[config.mk]
export PLATFORM = sky130hd
export DESIGN_NAME = vehicle_video_packet_deframer
export DESIGN_NICKNAME = d
export VERILOG_FILES = /design/src/rtl/vvpd_pkg.sv /design/src/rtl/vvpd_parse.sv /design/src/rtl/vvpd_queue.sv /design/src/rtl/vehicle_video_packet_deframer.sv
export SDC_FILE = /design/constraint.sdc
export NUM_CORES = 1
export LEC_CHECK = 0
export ABC_AREA = 1
export BUFFER_PORTS_ARGS = -buffer_cell sky130_fd_sc_hd__buf_4
export CORE_UTILIZATION = 57
export DETAILED_ROUTE_END_ITERATION = 8
export PLACE_DENSITY = 0.77
export SYNTH_ARGS = -nofsm -noshare
export SYNTH_HDL_FRONTEND = slang
export SYNTH_SLANG_ARGS = --single-unit
export TNS_END_PERCENT = 1
[constraint.sdc]
create_clock -name clk -period 12.5 [get_ports clk]
set_clock_uncertainty 0.2 [all_clocks]
set_input_delay 0.625 -clock clk [delete_from_list [all_inputs] [get_ports clk]]
set_output_delay 0.625 -clock clk [all_outputs]
set_load 0.02 [all_outputs]
[src/rtl/vvpd_pkg.sv]
package vvpd_pkg;

  typedef enum logic [2:0] {
    PH_FIXED    = 3'd0,
    PH_TIME     = 3'd1,
    PH_INTERVAL = 3'd2,
    PH_LENGTH   = 3'd3,
    PH_BODY     = 3'd4
  } phase_t;

  typedef enum logic [1:0] {
    KIND_HEADER = 2'd0,
    KIND_BODY   = 2'd1,
    KIND_ERROR  = 2'd2
  } kind_t;

  localparam logic [7:0] ERR_MARK    = 8'd1;
  localparam logic [7:0] ERR_VERSION = 8'd2;
  localparam logic [7:0] ERR_PTYPE   = 8'd3;
  localparam logic [7:0] ERR_DTYPE   = 8'd4;
  localparam logic [7:0] ERR_SPLIT   = 8'd5;
  localparam logic [7:0] ERR_LENGTH  = 8'd6;

  localparam logic CFG_HEAD_MARK = 1'b0;
  localparam logic CFG_MAX_LEN   = 1'b1;

  localparam int QDEPTH = 2;

  // one result item
  typedef struct packed {
    logic [1:0]  kind;
    logic [7:0]  data_byte;
    logic        last;
    logic [7:0]  marker_and_type;
    logic [15:0] seq_number;
    logic [47:0] sim_bcd;
    logic [7:0]  channel;
    logic [7:0]  type_and_split;
    logic [63:0] time_stamp;
    logic [15:0] key_interval;
    logic [15:0] frame_interval;
    logic [15:0] body_length;
  } result_t;

  function automatic logic payload_ok(input logic [6:0] pt);
    return pt == 7'd6 || pt == 7'd7 || pt == 7'd8 || pt == 7'd26 ||
           pt == 7'd91 || pt == 7'd98;
  endfunction

endpackage

[src/rtl/vvpd_parse.sv]
module vvpd_parse (
  input  logic               clk,
  input  logic               rst_n,
  input  logic               byte_vld,
  input  logic [7:0]         byte_in,
  input  logic [31:0]        head_mark,
  input  logic [15:0]        max_body_len,
  output logic               res_vld,
  output vvpd_pkg::result_t  res
);
  import vvpd_pkg::*;

  phase_t      phase_r, phase_nxt;
  logic [4:0]  pos_r, pos_nxt;
  logic [15:0] left_r, left_nxt;
  logic [31:0] mark_r, mark_nxt;
  logic [7:0]  mt_r, mt_nxt;
  logic [15:0] seq_r, seq_nxt;
  logic [47:0] sim_r, sim_nxt;
  logic [7:0]  ch_r, ch_nxt;
  logic [7:0]  ts_r, ts_nxt;
  logic [63:0] time_r, time_nxt;
  logic [15:0] key_r, key_nxt;
  logic [15:0] frm_r, frm_nxt;
  logic [15:0] len_r, len_nxt;
  logic [4:0]  pos_inc;
  logic [31:0] mark_sh;
  logic [15:0] len_sh;
  logic [15:0] left_dec;

  assign pos_inc  = pos_r + 5'd1;
  assign mark_sh  = {mark_r[23:0], byte_in};
  assign len_sh   = {len_r[7:0], byte_in};
  assign left_dec = (left_r != 16'd0) ? left_r - 16'd1 : 16'd0;

  // byte parser: capture fields, run the header checks and pass body bytes through
  always_comb begin
    phase_nxt = phase_r; pos_nxt = pos_r; left_nxt = left_r; mark_nxt = mark_r;
    mt_nxt = mt_r; seq_nxt = seq_r; sim_nxt = sim_r; ch_nxt = ch_r; ts_nxt = ts_r;
    time_nxt = time_r; key_nxt = key_r; frm_nxt = frm_r; len_nxt = len_r;
    res_vld = 1'b0;
    res = '0;
    if (byte_vld) begin
      unique case (phase_r)
        PH_BODY: begin
          res_vld = 1'b1;
          res.kind = KIND_BODY;
          res.data_byte = byte_in;
          res.last = (left_dec == 16'd0);
          left_nxt = left_dec;
          if (left_dec == 16'd0) phase_nxt = PH_FIXED;
        end
        PH_FIXED: begin
          pos_nxt = pos_inc;
          if (pos_r <= 5'd3) begin
            mark_nxt = mark_sh;
            if (pos_r == 5'd3 && mark_sh != head_mark) begin
              res_vld = 1'b1; res.kind = KIND_ERROR; res.data_byte = ERR_MARK;
            end
          end else if (pos_r == 5'd4) begin
            if (byte_in != 8'h81) begin
              res_vld = 1'b1; res.kind = KIND_ERROR; res.data_byte = ERR_VERSION;
            end
          end else if (pos_r == 5'd5) begin
            mt_nxt = byte_in;
            if (!payload_ok(byte_in[6:0])) begin
              res_vld = 1'b1; res.kind = KIND_ERROR; res.data_byte = ERR_PTYPE;
            end
          end else if (pos_r <= 5'd7) begin
            seq_nxt = {seq_r[7:0], byte_in};
          end else if (pos_r <= 5'd13) begin
            sim_nxt = {sim_r[39:0], byte_in};
          end else if (pos_r == 5'd14) begin
            ch_nxt = byte_in;
          end else begin
            ts_nxt = byte_in;
            pos_nxt = 5'd0;
            if (byte_in[7:4] > 4'd4) begin
              res_vld = 1'b1; res.kind = KIND_ERROR; res.data_byte = ERR_DTYPE;
            end else if (byte_in[3:0] > 4'd3) begin
              res_vld = 1'b1; res.kind = KIND_ERROR; res.data_byte = ERR_SPLIT;
            end else begin
              phase_nxt = (byte_in[7:4] == 4'd4) ? PH_LENGTH : PH_TIME;
            end
          end
        end
        PH_TIME: begin
          time_nxt = {time_r[55:0], byte_in};
          pos_nxt = pos_inc;
          if (pos_inc >= 5'd8) begin
            pos_nxt = 5'd0;
            phase_nxt = (ts_r[7:4] <= 4'd2) ? PH_INTERVAL : PH_LENGTH;
          end
        end
        PH_INTERVAL: begin
          if (pos_r < 5'd2) key_nxt = {key_r[7:0], byte_in};
          else              frm_nxt = {frm_r[7:0], byte_in};
          pos_nxt = pos_inc;
          if (pos_inc >= 5'd4) begin
            pos_nxt = 5'd0;
            phase_nxt = PH_LENGTH;
          end
        end
        PH_LENGTH: begin
          len_nxt = len_sh;
          pos_nxt = pos_inc;
          if (pos_inc >= 5'd2) begin
            res_vld = 1'b1;
            if (len_sh > max_body_len) begin
              res.kind = KIND_ERROR; res.data_byte = ERR_LENGTH;
            end else begin
              res.kind = KIND_HEADER;
              res.last = (len_sh == 16'd0);
              res.marker_and_type = mt_r;
              res.seq_number = seq_r;
              res.sim_bcd = sim_r;
              res.channel = ch_r;
              res.type_and_split = ts_r;
              res.time_stamp = time_r;
              res.key_interval = key_r;
              res.frame_interval = frm_r;
              res.body_length = len_sh;
              if (len_sh != 16'd0) begin
                phase_nxt = PH_BODY;
                left_nxt = len_sh;
                pos_nxt = 5'd0;
              end
            end
          end
        end
        default: phase_nxt = PH_FIXED;
      endcase
      // any error or finished packet restarts the header
      if ((res_vld && res.kind == KIND_ERROR) ||
          (res_vld && res.last) || phase_r > PH_BODY) begin
        phase_nxt = PH_FIXED; pos_nxt = 5'd0; left_nxt = '0; mark_nxt = '0;
        mt_nxt = '0; seq_nxt = '0; sim_nxt = '0; ch_nxt = '0; ts_nxt = '0;
        time_nxt = '0; key_nxt = '0; frm_nxt = '0; len_nxt = '0;
      end
    end
  end

  // parse state
  always_ff @(posedge clk) begin
    if (!rst_n) begin
      phase_r <= PH_FIXED; pos_r <= '0; left_r <= '0; mark_r <= '0;
      mt_r <= '0; seq_r <= '0; sim_r <= '0; ch_r <= '0; ts_r <= '0;
      time_r <= '0; key_r <= '0; frm_r <= '0; len_r <= '0;
    end else begin
      phase_r <= phase_nxt; pos_r <= pos_nxt; left_r <= left_nxt;
      mark_r <= mark_nxt; mt_r <= mt_nxt; seq_r <= seq_nxt; sim_r <= sim_nxt;
      ch_r <= ch_nxt; ts_r <= ts_nxt; time_r <= time_nxt; key_r <= key_nxt;
      frm_r <= frm_nxt; len_r <= len_nxt;
    end
  end

  a_body_left: assert property (@(posedge clk) disable iff (!rst_n)
    phase_r == PH_BODY |-> left_r != 16'd0)
    else $error("body phase with nothing left");
  a_pos_range: assert property (@(posedge clk) disable iff (!rst_n)
    phase_r == PH_LENGTH |-> pos_r <= 5'd1)
    else $error("length position out of range");
  a_restart: assert property (@(posedge clk) disable iff (!rst_n)
    byte_vld && res_vld && res.kind == KIND_ERROR |=> phase_r == PH_FIXED && pos_r == 5'd0)
    else $error("no restart after error");
endmodule

[src/rtl/vvpd_queue.sv]
module vvpd_queue (
  input  logic               clk,
  input  logic               rst_n,
  input  logic               wr_vld,
  input  vvpd_pkg::result_t  wr_data,
  output logic               full,
  output logic               rd_vld,
  output vvpd_pkg::result_t  rd_data,
  input  logic               rd_stall
);
  import vvpd_pkg::*;

  localparam int AW = $clog2(QDEPTH);

  result_t        mem_r [QDEPTH];
  logic [AW-1:0]  wp_r, rp_r;
  logic [AW:0]    cnt_r;
  logic           do_rd, do_wr;

  assign full    = (cnt_r == (AW+1)'(QDEPTH));
  assign rd_vld  = (cnt_r != '0);
  assign rd_data = mem_r[rp_r];
  assign do_rd   = rd_vld && !rd_stall;
  assign do_wr   = wr_vld;

  // payload storage
  always_ff @(posedge clk) begin
    if (do_wr) mem_r[wp_r] <= wr_data;
  end

  // pointers and fill count
  always_ff @(posedge clk) begin
    if (!rst_n) begin
      wp_r <= '0; rp_r <= '0; cnt_r <= '0;
    end else begin
      if (do_wr) wp_r <= (wp_r == AW'(QDEPTH - 1)) ? '0 : wp_r + 1'b1;
      if (do_rd) rp_r <= (rp_r == AW'(QDEPTH - 1)) ? '0 : rp_r + 1'b1;
      cnt_r <= cnt_r + (AW+1)'(do_wr) - (AW+1)'(do_rd);
    end
  end

  a_no_over: assert property (@(posedge clk) disable iff (!rst_n)
    full && !do_rd |-> !do_wr)
    else $error("queue overflow");
  a_cnt: assert property (@(posedge clk) disable iff (!rst_n)
    cnt_r <= (AW+1)'(QDEPTH))
    else $error("count out of range");
  a_empty: assert property (@(posedge clk) disable iff (!rst_n)
    cnt_r == '0 && !do_wr |=> !rd_vld)
    else $error("valid from empty queue");
endmodule

[src/rtl/vehicle_video_packet_deframer.sv]
// channel | dir | handshake              | payload
// in      | in  | in_valid / in_stall    | in_byte
// out     | out | out_valid / out_stall  | kind .. body_length
// cfg     | in  | cfg_valid / cfg_ready  | cfg_index, cfg_data
// one byte a cycle while in_stall is low; a result enters a two-entry queue the cycle its byte is taken
// and may leave the next cycle
// in_stall rises only while the queue is full and not draining
// reset (synchronous) restores defaults and restarts header parsing
module vehicle_video_packet_deframer (
  input  logic        clk,
  input  logic        rst_n,
  input  logic        in_valid,
  output logic        in_stall,
  input  logic [7:0]  in_in_byte,
  output logic        out_valid,
  input  logic        out_stall,
  output logic [1:0]  out_kind,
  output logic [7:0]  out_data_byte,
  output logic        out_last,
  output logic [7:0]  out_marker_and_type,
  output logic [15:0] out_seq_number,
  output logic [47:0] out_sim_bcd,
  output logic [7:0]  out_channel,
  output logic [7:0]  out_type_and_split,
  output logic [63:0] out_time_stamp,
  output logic [15:0] out_key_interval,
  output logic [15:0] out_frame_interval,
  output logic [15:0] out_body_length,
  input  logic        cfg_valid,
  output logic        cfg_ready,
  input  logic        cfg_index,
  input  logic [31:0] cfg_data
);
  import vvpd_pkg::*;

  logic [31:0] head_mark_r;
  logic [15:0] max_len_r;
  logic        full, acc, res_vld;
  result_t     res, q;

  assign cfg_ready = 1'b1;
  assign in_stall  = full && out_stall;
  assign acc       = in_valid && !in_stall;

  // configuration registers
  always_ff @(posedge clk) begin
    if (!rst_n) begin
      head_mark_r <= 32'h3031_6364;
      max_len_r   <= 16'd950;
    end else if (cfg_valid) begin
      case (cfg_index)
        CFG_HEAD_MARK: head_mark_r <= cfg_data;
        CFG_MAX_LEN:   max_len_r   <= cfg_data[15:0];
        default: ;
      endcase
    end
  end

  vvpd_parse u_parse (
    .clk, .rst_n, .byte_vld(acc), .byte_in(in_in_byte),
    .head_mark(head_mark_r), .max_body_len(max_len_r), .res_vld, .res
  );

  vvpd_queue u_queue (
    .clk, .rst_n, .wr_vld(res_vld), .wr_data(res), .full,
    .rd_vld(out_valid), .rd_data(q), .rd_stall(out_stall)
  );

  assign out_kind            = q.kind;
  assign out_data_byte       = q.data_byte;
  assign out_last            = q.last;
  assign out_marker_and_type = q.marker_and_type;
  assign out_seq_number      = q.seq_number;
  assign out_sim_bcd         = q.sim_bcd;
  assign out_channel         = q.channel;
  assign out_type_and_split  = q.type_and_split;
  assign out_time_stamp      = q.time_stamp;
  assign out_key_interval    = q.key_interval;
  assign out_frame_interval  = q.frame_interval;
  assign out_body_length     = q.body_length;
endmodule

# Word level (Yosys, flattened, before mapping)
# Memory sizes are Yosys's and may differ from the RTL's. A register that Yosys moved wholly into a read port is not among the register bits.
# Index checks and enable logic that the tools add are counted.
totals:
  register_bits: 292
  ram_bits: 422
  inputBits: 46
  out_inout_bits: 214
  wordCells: 252
  n_memories: 1
memory_table:
  columns: ["memory", "words", "word_bits", "rd", "rd_ports_with_merged_regs", "wr", "line", "rtl"]
  rows:
  - ["u_queue.mem_r", 2, 211, 1, 1, 1, "vvpd_queue.sv:15", "result_t mem_r [QDEPTH];"]
op_classes:
  add_sub_neg: 6
  magnitude_cmp: 12
  eq_ne: 40
  n_mux: 126
  bitwise: 1
  reduce_logical: 48
op_table:
  columns: ["cell", "n"]
  rows:
  - ["two-way mux 211 bit", 2]
  - ["two-way mux 48 bit", 7]
  - ["two-way mux 16 bit", 17]
  - ["two-way mux 201 bit", 1]
  - ["two-way mux 200 bit", 1]
  - ["two-way mux 8 bit", 23]
  - ["two-way mux 64 bit", 2]
  - ["two-way mux 10 bit", 12]
  - ["two-way mux 24 bit", 3]
  - ["two-way mux 5 bit", 12]
  - ["two-way mux 3 bit", 16]
  - ["zero test 16 bit", 2]
  - ["!= test 32 bit", 1]
  - ["case mux 16 bit (2 select lines)", 1]
  - ["nonzero test 16 bit", 2]
  - ["case mux 10 bit (3 select lines)", 1]
  - ["!= test 3 bit, second input constant", 9]
  - ["two-way mux 1 bit", 22]
  - ["nonzero test 2 bit", 11]
  - ["case mux 5 bit (4 select lines)", 1]
  - ["> comparator 16 bit", 1]
  - ["AND reduction 8 bit", 2]
  - ["subtractor 16 x 1 -> 16 bit, second input constant", 1]
  - ["!= test 3 x 1 -> 1 bit, second input constant", 5]
  - ["46 further kinds", 78]

# Longest topological paths before layout
# Gate-level depths: netlist of run 1.
logic_depth:
  depth_word: 18
  depth_mapped: 22
  depth_no_buf: 20

# Hierarchy
# From an unflattened synthesis of run 1, not the netlist that was laid out.
unflattened:
  hier_cells: 3144
  hier_area_um2: 30803.3
modules_own_cells:
  columns: ["mod", "instances", "cells_per_inst", "area_per_inst_um2", "seq_area_each_um2"]
  rows:
  - ["vvpd_queue", 1, 693, 15536.2, 12772.2]
  - ["vvpd_parse", 1, 2190, 13350.3, 4804.6]
  - ["vehicle_video_packet_deframer", 1, 261, 1916.8, 960.9]

# Least setup slack after synthesis of run 1
# No wires, ideal clock.
synth_timing:
  path_type: "input port to flip-flop"
  startpoint: "input out_stall"
  endpoint: "memory u_queue.mem_r[1][0] in the netlist's numbering (enable)"
  setup_time_ns: 0.787
  t_arrival_ns: 10.473
  t_required_ns: 11.513
  slack_ns: 1.040
  path_stages: 7
  path_buffers: 2
  path_cell_list: "inv_1 -> nor3_1 -> nor2_1 -> buf_1 -> clkbuf_1 -> nand2_1 -> nor2_1"
synth_via:
  elab_chain_len: 6
synth_rtl:
  columns: ["element", "line", "rtl"]
  rows:
  - ["start, declared", "vehicle_video_packet_deframer.sv:16", "input logic out_stall,"]
  - ["logical AND 1 bit", "vehicle_video_packet_deframer.sv:42", "assign in_stall = full && out_stall;"]
  - ["via in_stall", "vehicle_video_packet_deframer.sv:13", "output logic in_stall,"]
  - ["zero test 1 bit", "vehicle_video_packet_deframer.sv:43", "assign acc = in_valid && !in_stall;"]
  - ["logical AND 1 bit", "vehicle_video_packet_deframer.sv:43", null]
  - ["two-way mux 1 bit", "vvpd_parse.sv:43", "if (byte_vld) begin"]
  - ["two-way mux 1 bit", "vvpd_queue.sv:28", "if (do_wr) mem_r[wp_r] <= wr_data;"]
  - ["two-way mux 1 bit (not written as such)", "vvpd_queue.sv:28", null]
  - ["end, declared", "vvpd_queue.sv:15", null]
# The timed path passes the listed nets, and every way through them passes these cells.

# Final worst setup path of run 1
layout_timing:
  startpoint: "register u_parse.left_r[0]"
  endpoint: "register u_parse.time_r[3]"
layout_via:
  elab_chain_len: 10
  word_cells_on_any_way: 12
  cone_classes: "1 x add/sub; 4 x mux; 7 x reduce/logical"
layout_rtl:
  columns: ["element", "line", "rtl"]
  rows:
  - ["start, declared", "vvpd_parse.sv:15", "logic [15:0] left_r, left_nxt;"]
  - ["start signal, assigned", "vvpd_parse.sv:150", "phase_r <= phase_nxt; pos_r <= pos_nxt; left_r <= left_nxt;"]
  - ["subtractor 16 x 1 -> 16 bit / nonzero test 16 bit (equally long branches)", "vvpd_parse.sv:34", "assign left_dec = (left_r != 16'd0) ? left_r - 16'd1 : 16'd0;"]
  - ["two-way mux 16 bit *", "vvpd_parse.sv:34", null]
  - ["zero test 16 bit *", "vvpd_parse.sv:49", "res.last = (left_dec == 16'd0);"]
  - ["case mux 1 bit (2 select lines) *", "vvpd_parse.sv:44", "unique case (phase_r)"]
  - ["two-way mux 1 bit *", "vvpd_parse.sv:43", null]
  - ["logical AND 1 bit *", "vvpd_parse.sv:135", "(res_vld && res.last) || phase_r > PH_BODY) begin"]
  - ["logical OR 1 bit *", "vvpd_parse.sv:134", "if ((res_vld && res.kind == KIND_ERROR) ||"]
  - ["logical OR 1 bit *", "vvpd_parse.sv:135", null]
  - ["nonzero test 2 bit (no line)", null, null]
  - ["AND reduction 2 bit (no line)", null, null]
  - ["end signal, assigned", "vvpd_parse.sv:152", "ch_r <= ch_nxt; ts_r <= ts_nxt; time_r <= time_nxt; key_r <= key_nxt;"]
  - ["end, declared", "vvpd_parse.sv:22", "logic [63:0] time_r, time_nxt;"]
# Mark *: on every way between the ends. The rest lies on a longest branch, timed or not. The select of a mux whose other input is x is not followed.
# A chain may end at the register's enable or synchronous reset.

==> results of run 1 <==
synthesized netlist by cell type (all sizes together):
| cell | n | area (sq um) |
|---|---|---|
| nor3 | 135 | 676 |
| clkinv | 1 | 3.75 |
| inv | 226 | 851 |
| nand4 | 63 | 394 |
| conb | 1 | 3.75 |
| nor4 | 1 | 6.26 |
| o211ai | 14 | 105 |
| edfxtp | 422 | 12700 |
| a21oi | 160 | 812 |
| o21bai | 2 | 15.0 |
| mux2 | 211 | 2380 |
| nand3b | 1 | 7.51 |
| o31ai | 1 | 7.51 |
| o311ai | 1 | 8.76 |
| clkbuf | 127 | 477 |
| or2 | 6 | 37.5 |
| xnor2 | 29 | 254 |
| nand2 | 520 | 1980 |
| a31oi | 4 | 25.0 |
| nand3 | 197 | 1050 |
| ha | 24 | 300 |
| buf | 68 | 407 |
| a22oi | 1 | 7.51 |
| o21ai | 97 | 497 |
| nor2 | 487 | 1880 |
| dfxtp | 293 | 5870 |
| xor2 | 5 | 43.8 |
flip-flops by register name (all words and copies together) (netlist names), named ones only:
register         cells
u_queue.cnt_r        2
head_mark_r         32
u_parse.ch_r         8
u_parse.ts_r         8
u_parse.time_r      64
u_queue.mem_r      422
u_parse.len_r        8
u_parse.pos_r        5
u_parse.sim_r       48
u_parse.seq_r       16
max_len_r           16
u_parse.key_r       16
u_parse.mt_r         8
u_parse.mark_r      24
u_parse.frm_r       16
u_queue.wp_r         1
u_parse.left_r      16
u_parse.phase_r      3
u_queue.rp_r         1
layer usage:
metal / share of wire (%) / wire, microns / vias up
li1: - / - / 10800
met5: 0 / 0 / -
met3: 6.2 / 4640 / 145
met2: 48 / 35600 / 844
met1: 43 / 31600 / 10700
met4: 3.3 / 2440 / 0
kinds of logic after synthesis:
logic type      synth area share, %
simple gates                   19.6
flops                          60.3
buf+inv                        5.65
compound gates                 4.80
mux                            7.72
xor+xnor                      0.968
fa+ha+maj                     0.976
other cells                  0.0122
per-stage QoR:
stage               util, %  instance area [sq um]  total power, mW  cells
floorplan                 -                  30800             5.88   3097
global placement       62.1                  32900             6.77   3869
detailed placement     62.1                  32900             6.85   3869
CTS                    66.5                  35200             8.96   4003
global route           66.5                  35200             9.44   4003
finish                 66.5                  35200             8.94   4003
layout by cell type, fill, tap and decap left out, types with 8 or more instances in the layout:
cell and count:
clkinv_2 14, mux2_2 211, dfxtp_1 292, nor2_1 472, nand3_1 187, edfxtp_1 422
nand3_2 8, inv_1 211, ha_1 24, nor2_2 8, inv_2 13, xnor2_1 29
buf_4 277, nand4_1 63, o211ai_1 14, clkbuf_1 22, clkbuf_8 10, nor3_1 134
nand2_1 510, o21ai_0 87, clkbuf_16 75, a21oi_1 159
power by group:
part	switching, mW	internal, mW
clock network	0.892	1.20
registers	0.244	3.07
logic	2.35	1.19
layout make-up:
cell class                 instances  area (sq um)
clock buffer                     110          2120
clock inverter                    24           199
fill                            4039         17800
inverter                         227           858
multi-input combinational       1960         10500
sequential                       715         18500
tap                              688           861
timing repair buffer             279          2110
path summary, 6_finish.rpt:
check | from | to | slack (ps)
hold / removal | cfg_data[20] | head_mark_r[20]$_SDFFE_PN1P_ | 30
setup reg to reg | u_parse.left_r[0]$_SDFFE_PN0P_ | u_parse.time_r[3]$_SDFFE_PN0P_ | 7530
setup / recovery | u_parse.left_r[0]$_SDFFE_PN0P_ | u_parse.time_r[3]$_SDFFE_PN0P_ | 7530
hold reg to reg | u_queue.rp_r$_SDFFE_PN0P_ | flip-flop | 240
critical path, delay by kind of cell, from the launching register on:
| family | cells | cell delay (ps) |
|---|---|---|
| flip-flops | 1 | 310 |
| AND/OR/NAND/NOR | 15 | 2720 |
| buffers and inverters | 4 | 1310 |
| adder cells (fa/ha/maj) | 1 | 290 |
==> results.py, run 1 <==
metrics = {
    "cts": {
        "numCtsBuffers": 72,
        "cts_root_buf": "clkbuf_16",
        "cts_resized": 0,
        "clockBufferDepth": 3,
        "clock-sinks": 715,
        "clkTransAtPathRegs_ps": 60,
        "cts_hold_buf": 0,
        "clk_latency_ps": 620,
        "cts_tree": "yes",
        "post-cts-setup-buffer-count": 0,
        "ctsHtreeMaxLevel": 3,
    },
    "grt": {
        "grt_pass1_wl_mm": 115,
        "busiest_layer": "met2",
        "grt_max_degree": 164,
        "grt_usage_pct": 26.8,
        "met2_usage_pct": 43.3,
        "grtUsageMet3_pct": 3.92,
        "grt_pass1_vias": 21300,
        "met1_usage_pct": 36.4,
        "overflow": 0,
        "antenna_found_initial": 0,
    },
    "route": {
        "wl_mm": 74.3,
        "vias": 22500,
        "via_per_inst": 5.62,
        "drc": 0,
        "wl_per_cell_microns": 18.6,
        "ant_nets": 0,
        "drt_first_pass_iters": 6,
        "drt_iter0_markers": 2077,
    },
    "setup_path": {
        "crit_path_max_fanout": 57,
        "path_class": "flip-flop to flip-flop",
        "slowest_stage": "nand2_2",
        "startpoint_type": "flip-flop",
        "cp_data_arrival_time_ps": 5280,
        "reg2regPathDepth": 20,
        "critical_path.max_stage_delay_ps": 780,
        "crit_top_cell": "nand2_1",
        "worst_ep_required_time_ps": 12810,
        "worstPathCellList": "inv_1, ha_1, nand2_1, nor2_1, nand2_1, nand2_1, nand3_1, nand2_1, nor2_1, nand4_1, nand2_1, nor2_4, buf_4, nand2_4, inv_4, nand2_4, nand2_2, inv_2, nor2_1, nor2_1",
        "worstSetupEndpointType": "flip-flop",
    },
    "timing": {
        "hold_viol": 0,
        "worstMarginPinSlew_ps": 1280,
        "setup_viol": 0,
        "slew_headroom_pct": 14.9,
        "finalWorstSetupSlack_ps": 7530,
        "rsz0062_at_grt": "false",
        "setup-tns-final_ps": 0,
        "finalCritPeriodShare_pct": 39.7,
        "period_needed_ps": 4970,
        "hold_ws_ps": 25.1,
        "max_freq_mhz": 201,
        "maxSlewViolCount": 0,
    },
    "placement": {
        "place_congestion": 0.921,
        "io_buffers": 258,
        "dp_slack_ps": 7420,
        "hpwl_mm": 47.2,
    },
    "floorplanning": {
        "core_sq_mm": 0.0530,
        "start_util_pct": 58.1,
        "die_area_sq_mm": 0.0549,
        "pin_count": 260,
        "die_w_microns": 234,
        "core.rowCount": 84,
        "fp.dieH_microns": 234,
    },
    "hold_path": {
        "holdPathStages": 3,
        "hold_class": "primary input to flip-flop",
    },
    "synthesis": {
        "syn_inst": 3097,
        "ys_warn_count": 0,
        "ys_seq_elements": 715,
        "yosysSeqAreaShare_pct": 60.3,
        "syn_area_sq_mm": 0.0308,
        "yosysUniqueCellTypes": 42,
        "synth.avg_cell_area_sq_um": 9.93,
        "syn_nets": 3167,
    },
    "outcome": {
        "status": "completed",
    },
    "cells_and_area": {
        "final_layout_size_suffix_gt1_share_pct": 20.0,
        "num-nets-final": 3325,
        "antenna_cells": 0,
        "area_growth_syn_to_layout_pct": 14.5,
    },
    "power": {
        "peakVddDrop_uv": 161,
        "p_leak_nw": 13.6,
        "powerDensity_mw_per_mm2": 254,
    },
    "run": {
        "drv_cap": 0,
    },
}
(Power assumes the default switching activity.)
==> run 2: changes to the inputs <==
--- a/config.mk
+++ b/config.mk
@@ -7,9 +7,9 @@
 export LEC_CHECK = 0
 export ABC_AREA = 1
 export BUFFER_PORTS_ARGS = -buffer_cell sky130_fd_sc_hd__buf_4
-export CORE_UTILIZATION = 57
+export CORE_UTILIZATION = 54
 export DETAILED_ROUTE_END_ITERATION = 8
-export PLACE_DENSITY = 0.77
+export PLACE_DENSITY = 0.76
 export SYNTH_ARGS = -nofsm -noshare
 export SYNTH_HDL_FRONTEND = slang
 export SYNTH_SLANG_ARGS = --single-unit
==> constraint.sdc (replaced) <==
create_clock -name clk -period 4.4 [get_ports clk]
set_clock_uncertainty 0.2 [all_clocks]
set_input_delay 0.22 -clock clk [delete_from_list [all_inputs] [get_ports clk]]
set_output_delay 0.22 -clock clk [all_outputs]
set_load 0.02 [all_outputs]
==> run 2 against run 1 <==
Against the previous run: clock power rose to 3.0 times the previous value; sequential share of layout area fell by 1.5 points; combinational power rose to 2.9 times the previous value; utilization is 2.2 points lower.
==> results.py, run 2 (synthesized netlist as in run 1, its figures left out) <==
metrics = {
    "outcome": {
        "status": "completed",
    },
    "timing": {
        "setup_viol": 0,
        "period_needed_ps": 3740,
        "rsz0062_at_grt": "false",
        "maxSlewViolCount": 0,
        "slew_headroom_pct": 25.8,
        "hold_viol": 0,
        "finalCritPeriodShare_pct": 84.9,
        "worstMarginPinSlew_ps": 1110,
        "max_freq_mhz": 268,
    },
    "grt": {
        "grt_max_degree": 158,
        "grt_usage_pct": 26.1,
        "grt_pass1_vias": 22100,
        "grt_pass1_wl_mm": 119,
        "overflow": 0,
        "antenna_found_initial": 0,
    },
    "cts": {
        "clk_latency_ps": 610,
        "cts_tree": "yes",
        "numCtsBuffers": 73,
        "post-cts-setup-buffer-count": 0,
        "cts_root_buf": "clkbuf_16",
        "clkTransAtPathRegs_ps": 60,
        "clockBufferDepth": 3,
        "clock-sinks": 715,
        "ctsHtreeMaxLevel": 3,
    },
    "route": {
        "drt_iter0_markers": 2154,
        "via_per_inst": 5.51,
        "wl_per_cell_microns": 18.5,
        "ant_nets": 0,
        "drc": 0,
        "wl_mm": 76.6,
        "vias": 22800,
        "drt_first_pass_iters": 6,
    },
    "setup_path": {
        "r2r-end": "u_parse.left_r[10]$_SDFFE_PN0P_",
        "critical_path.max_stage_delay_ps": 410,
        "worst_ep_required_time_ps": 4680,
        "cp_data_arrival_time_ps": 4010,
        "crit_top_cell": "nand2_1",
        "worstPathCellList": "inv_1, ha_1, nand2_1, nor2_1, nand2_1, nand2_1, nand3_1, nand2_1, nor2_1, nand4_1, nand2_1, nor2_4, buf_4, nand2_1, nand2_2, inv_2, o21ai_0, a21oi_1",
        "reg2reg_slack_ps": 660,
        "worstSetupEndpointType": "flip-flop",
        "path_class": "flip-flop to flip-flop",
        "startpoint_type": "flip-flop",
        "crit_path_max_fanout": 17,
        "r2r_start": "u_parse.left_r[0]$_SDFFE_PN0P_",
        "reg2regPathDepth": 18,
        "slowest_stage": "nor2_4",
    },
    "floorplanning": {
        "fp.dieH_microns": 241,
        "core_sq_mm": 0.0564,
        "pin_count": 260,
        "core.rowCount": 87,
        "die_area_sq_mm": 0.0579,
        "die_w_microns": 241,
        "start_util_pct": 54.6,
    },
    "cells_and_area": {
        "area_growth_syn_to_layout_pct": 17.9,
        "final_util_pct": 64.3,
        "regMostFlops": "u_queue.mem_r",
        "final_layout_size_suffix_gt1_share_pct": 19.9,
        "largest_registers": "u_queue.mem_r: 422 flops, u_parse.time_r: 64 flops, u_parse.sim_r: 48 flops",
        "layout_common_cells": "nand2_1 (509), nor2_1 (471), edfxtp_1 (422), dfxtp_1 (290), buf_4 (275)",
        "largest_register_ffs": 422,
        "final_common_cell": "nand2_1",
        "num-nets-final": 3397,
        "fin_area_sq_mm": 0.0363,
        "antenna_cells": 0,
    },
    "power": {
        "powerDensity_mw_per_mm2": 715,
        "p_leak_nw": 14.0,
        "peakVddDrop_uv": 404,
    },
    "placement": {
        "hpwl_mm": 47.3,
        "place_congestion": 0.869,
        "placed_cell_area_sq_mm": 0.0332,
        "io_buffers": 258,
    },
    "hold_path": {
        "holdPathStages": 6,
        "hp-start": "cfg_valid",
        "hold_end": "head_mark_r[13]$_SDFFE_PN1P_",
        "hold_class": "primary input to flip-flop",
    },
    "run": {
        "drv_cap": 0,
    },
}
-- run 2: repair_timing --
item                                    4_1_cts  5_1_grt
hold buffers                                 62        0
resized for setup                             0        0
endpoints found under the setup margin        0        0
hold endpoints to repair                     91        0
-- run 2: how the worst max path moves through the flow --
stage,from,endpoint,slack (ps),cells past startpoint
3_3_place_gp,u_parse.left_r[0]$_SDFFE_PN0P_,u_parse.time_r[6]$_SDFFE_PN0P_,870,20
2_1_floorplan,u_parse.pos_r[1]$_SDFFE_PN0P_,u_queue.mem_r[1][0]$_DFFE_PP_,-740,11
5_1_grt,u_parse.left_r[0]$_SDFFE_PN0P_,u_parse.key_r[9]$_SDFFE_PN0P_,350,20
3_5_place_dp,u_parse.left_r[0]$_SDFFE_PN0P_,u_parse.time_r[3]$_SDFFE_PN0P_,730,20
4_1_cts,u_parse.left_r[0]$_SDFFE_PN0P_,u_parse.time_r[3]$_SDFFE_PN0P_,710,20
6_report,u_parse.left_r[0]$_SDFFE_PN0P_,u_parse.left_r[10]$_SDFFE_PN0P_,660,18
-- run 2: routing by layer --
| metal | routed length (microns) | vias up | global-route usage (%) |
|---|---|---|---|
| li1 | - | 10900 | - |
| met3 | 4810 | 134 | 3.91 |
| met4 | 2120 | 0 | 9.44 |
| met1 | 31700 | 10900 | 34.0 |
| met5 | 0 | - | 0 |
| met2 | 37900 | 850 | 44.4 |
-- run 2: worst max-delay path, delay by kind of cell, from the launching register on --
kind	cells	cell delay, ps
flip-flops	1	310
adder cells (fa/ha/maj)	1	290
buffers and inverters	3	700
AO/OA/AOI/OAI	2	260
AND/OR/NAND/NOR	12	1820
-- run 2: final cells by class --
type	count	area (sq um)
clock buffer	106	2070
clock inverter	28	329
fill	4395	20100
inverter	227	861
multi-input combinational	1960	10600
sequential	715	18500
tap	756	946
timing repair buffer	350	2940
-- run 2: stage by stage --
step	worst slack (ps)	total power [mW]	cells	hold WS, ps	setup TNS [ps]
final	665	25.9	4142	59.8	0
after floorplan	-744	16.5	3097	146	-308250
after detailed placement	730	19.7	3946	245	0
after global routing	353	27.4	4142	96.2	0
after CTS	707	26.0	4142	11.1	0
after global placement	868	19.5	3946	231	0
-- run 2: power by group --
part / internal (mW) / switching, mW / total [mW]
Sequential: 8.71 / 0.738 / 9.44
Clock: 3.68 / 2.50 / 6.19
Combinational: 3.57 / 6.71 / 10.3
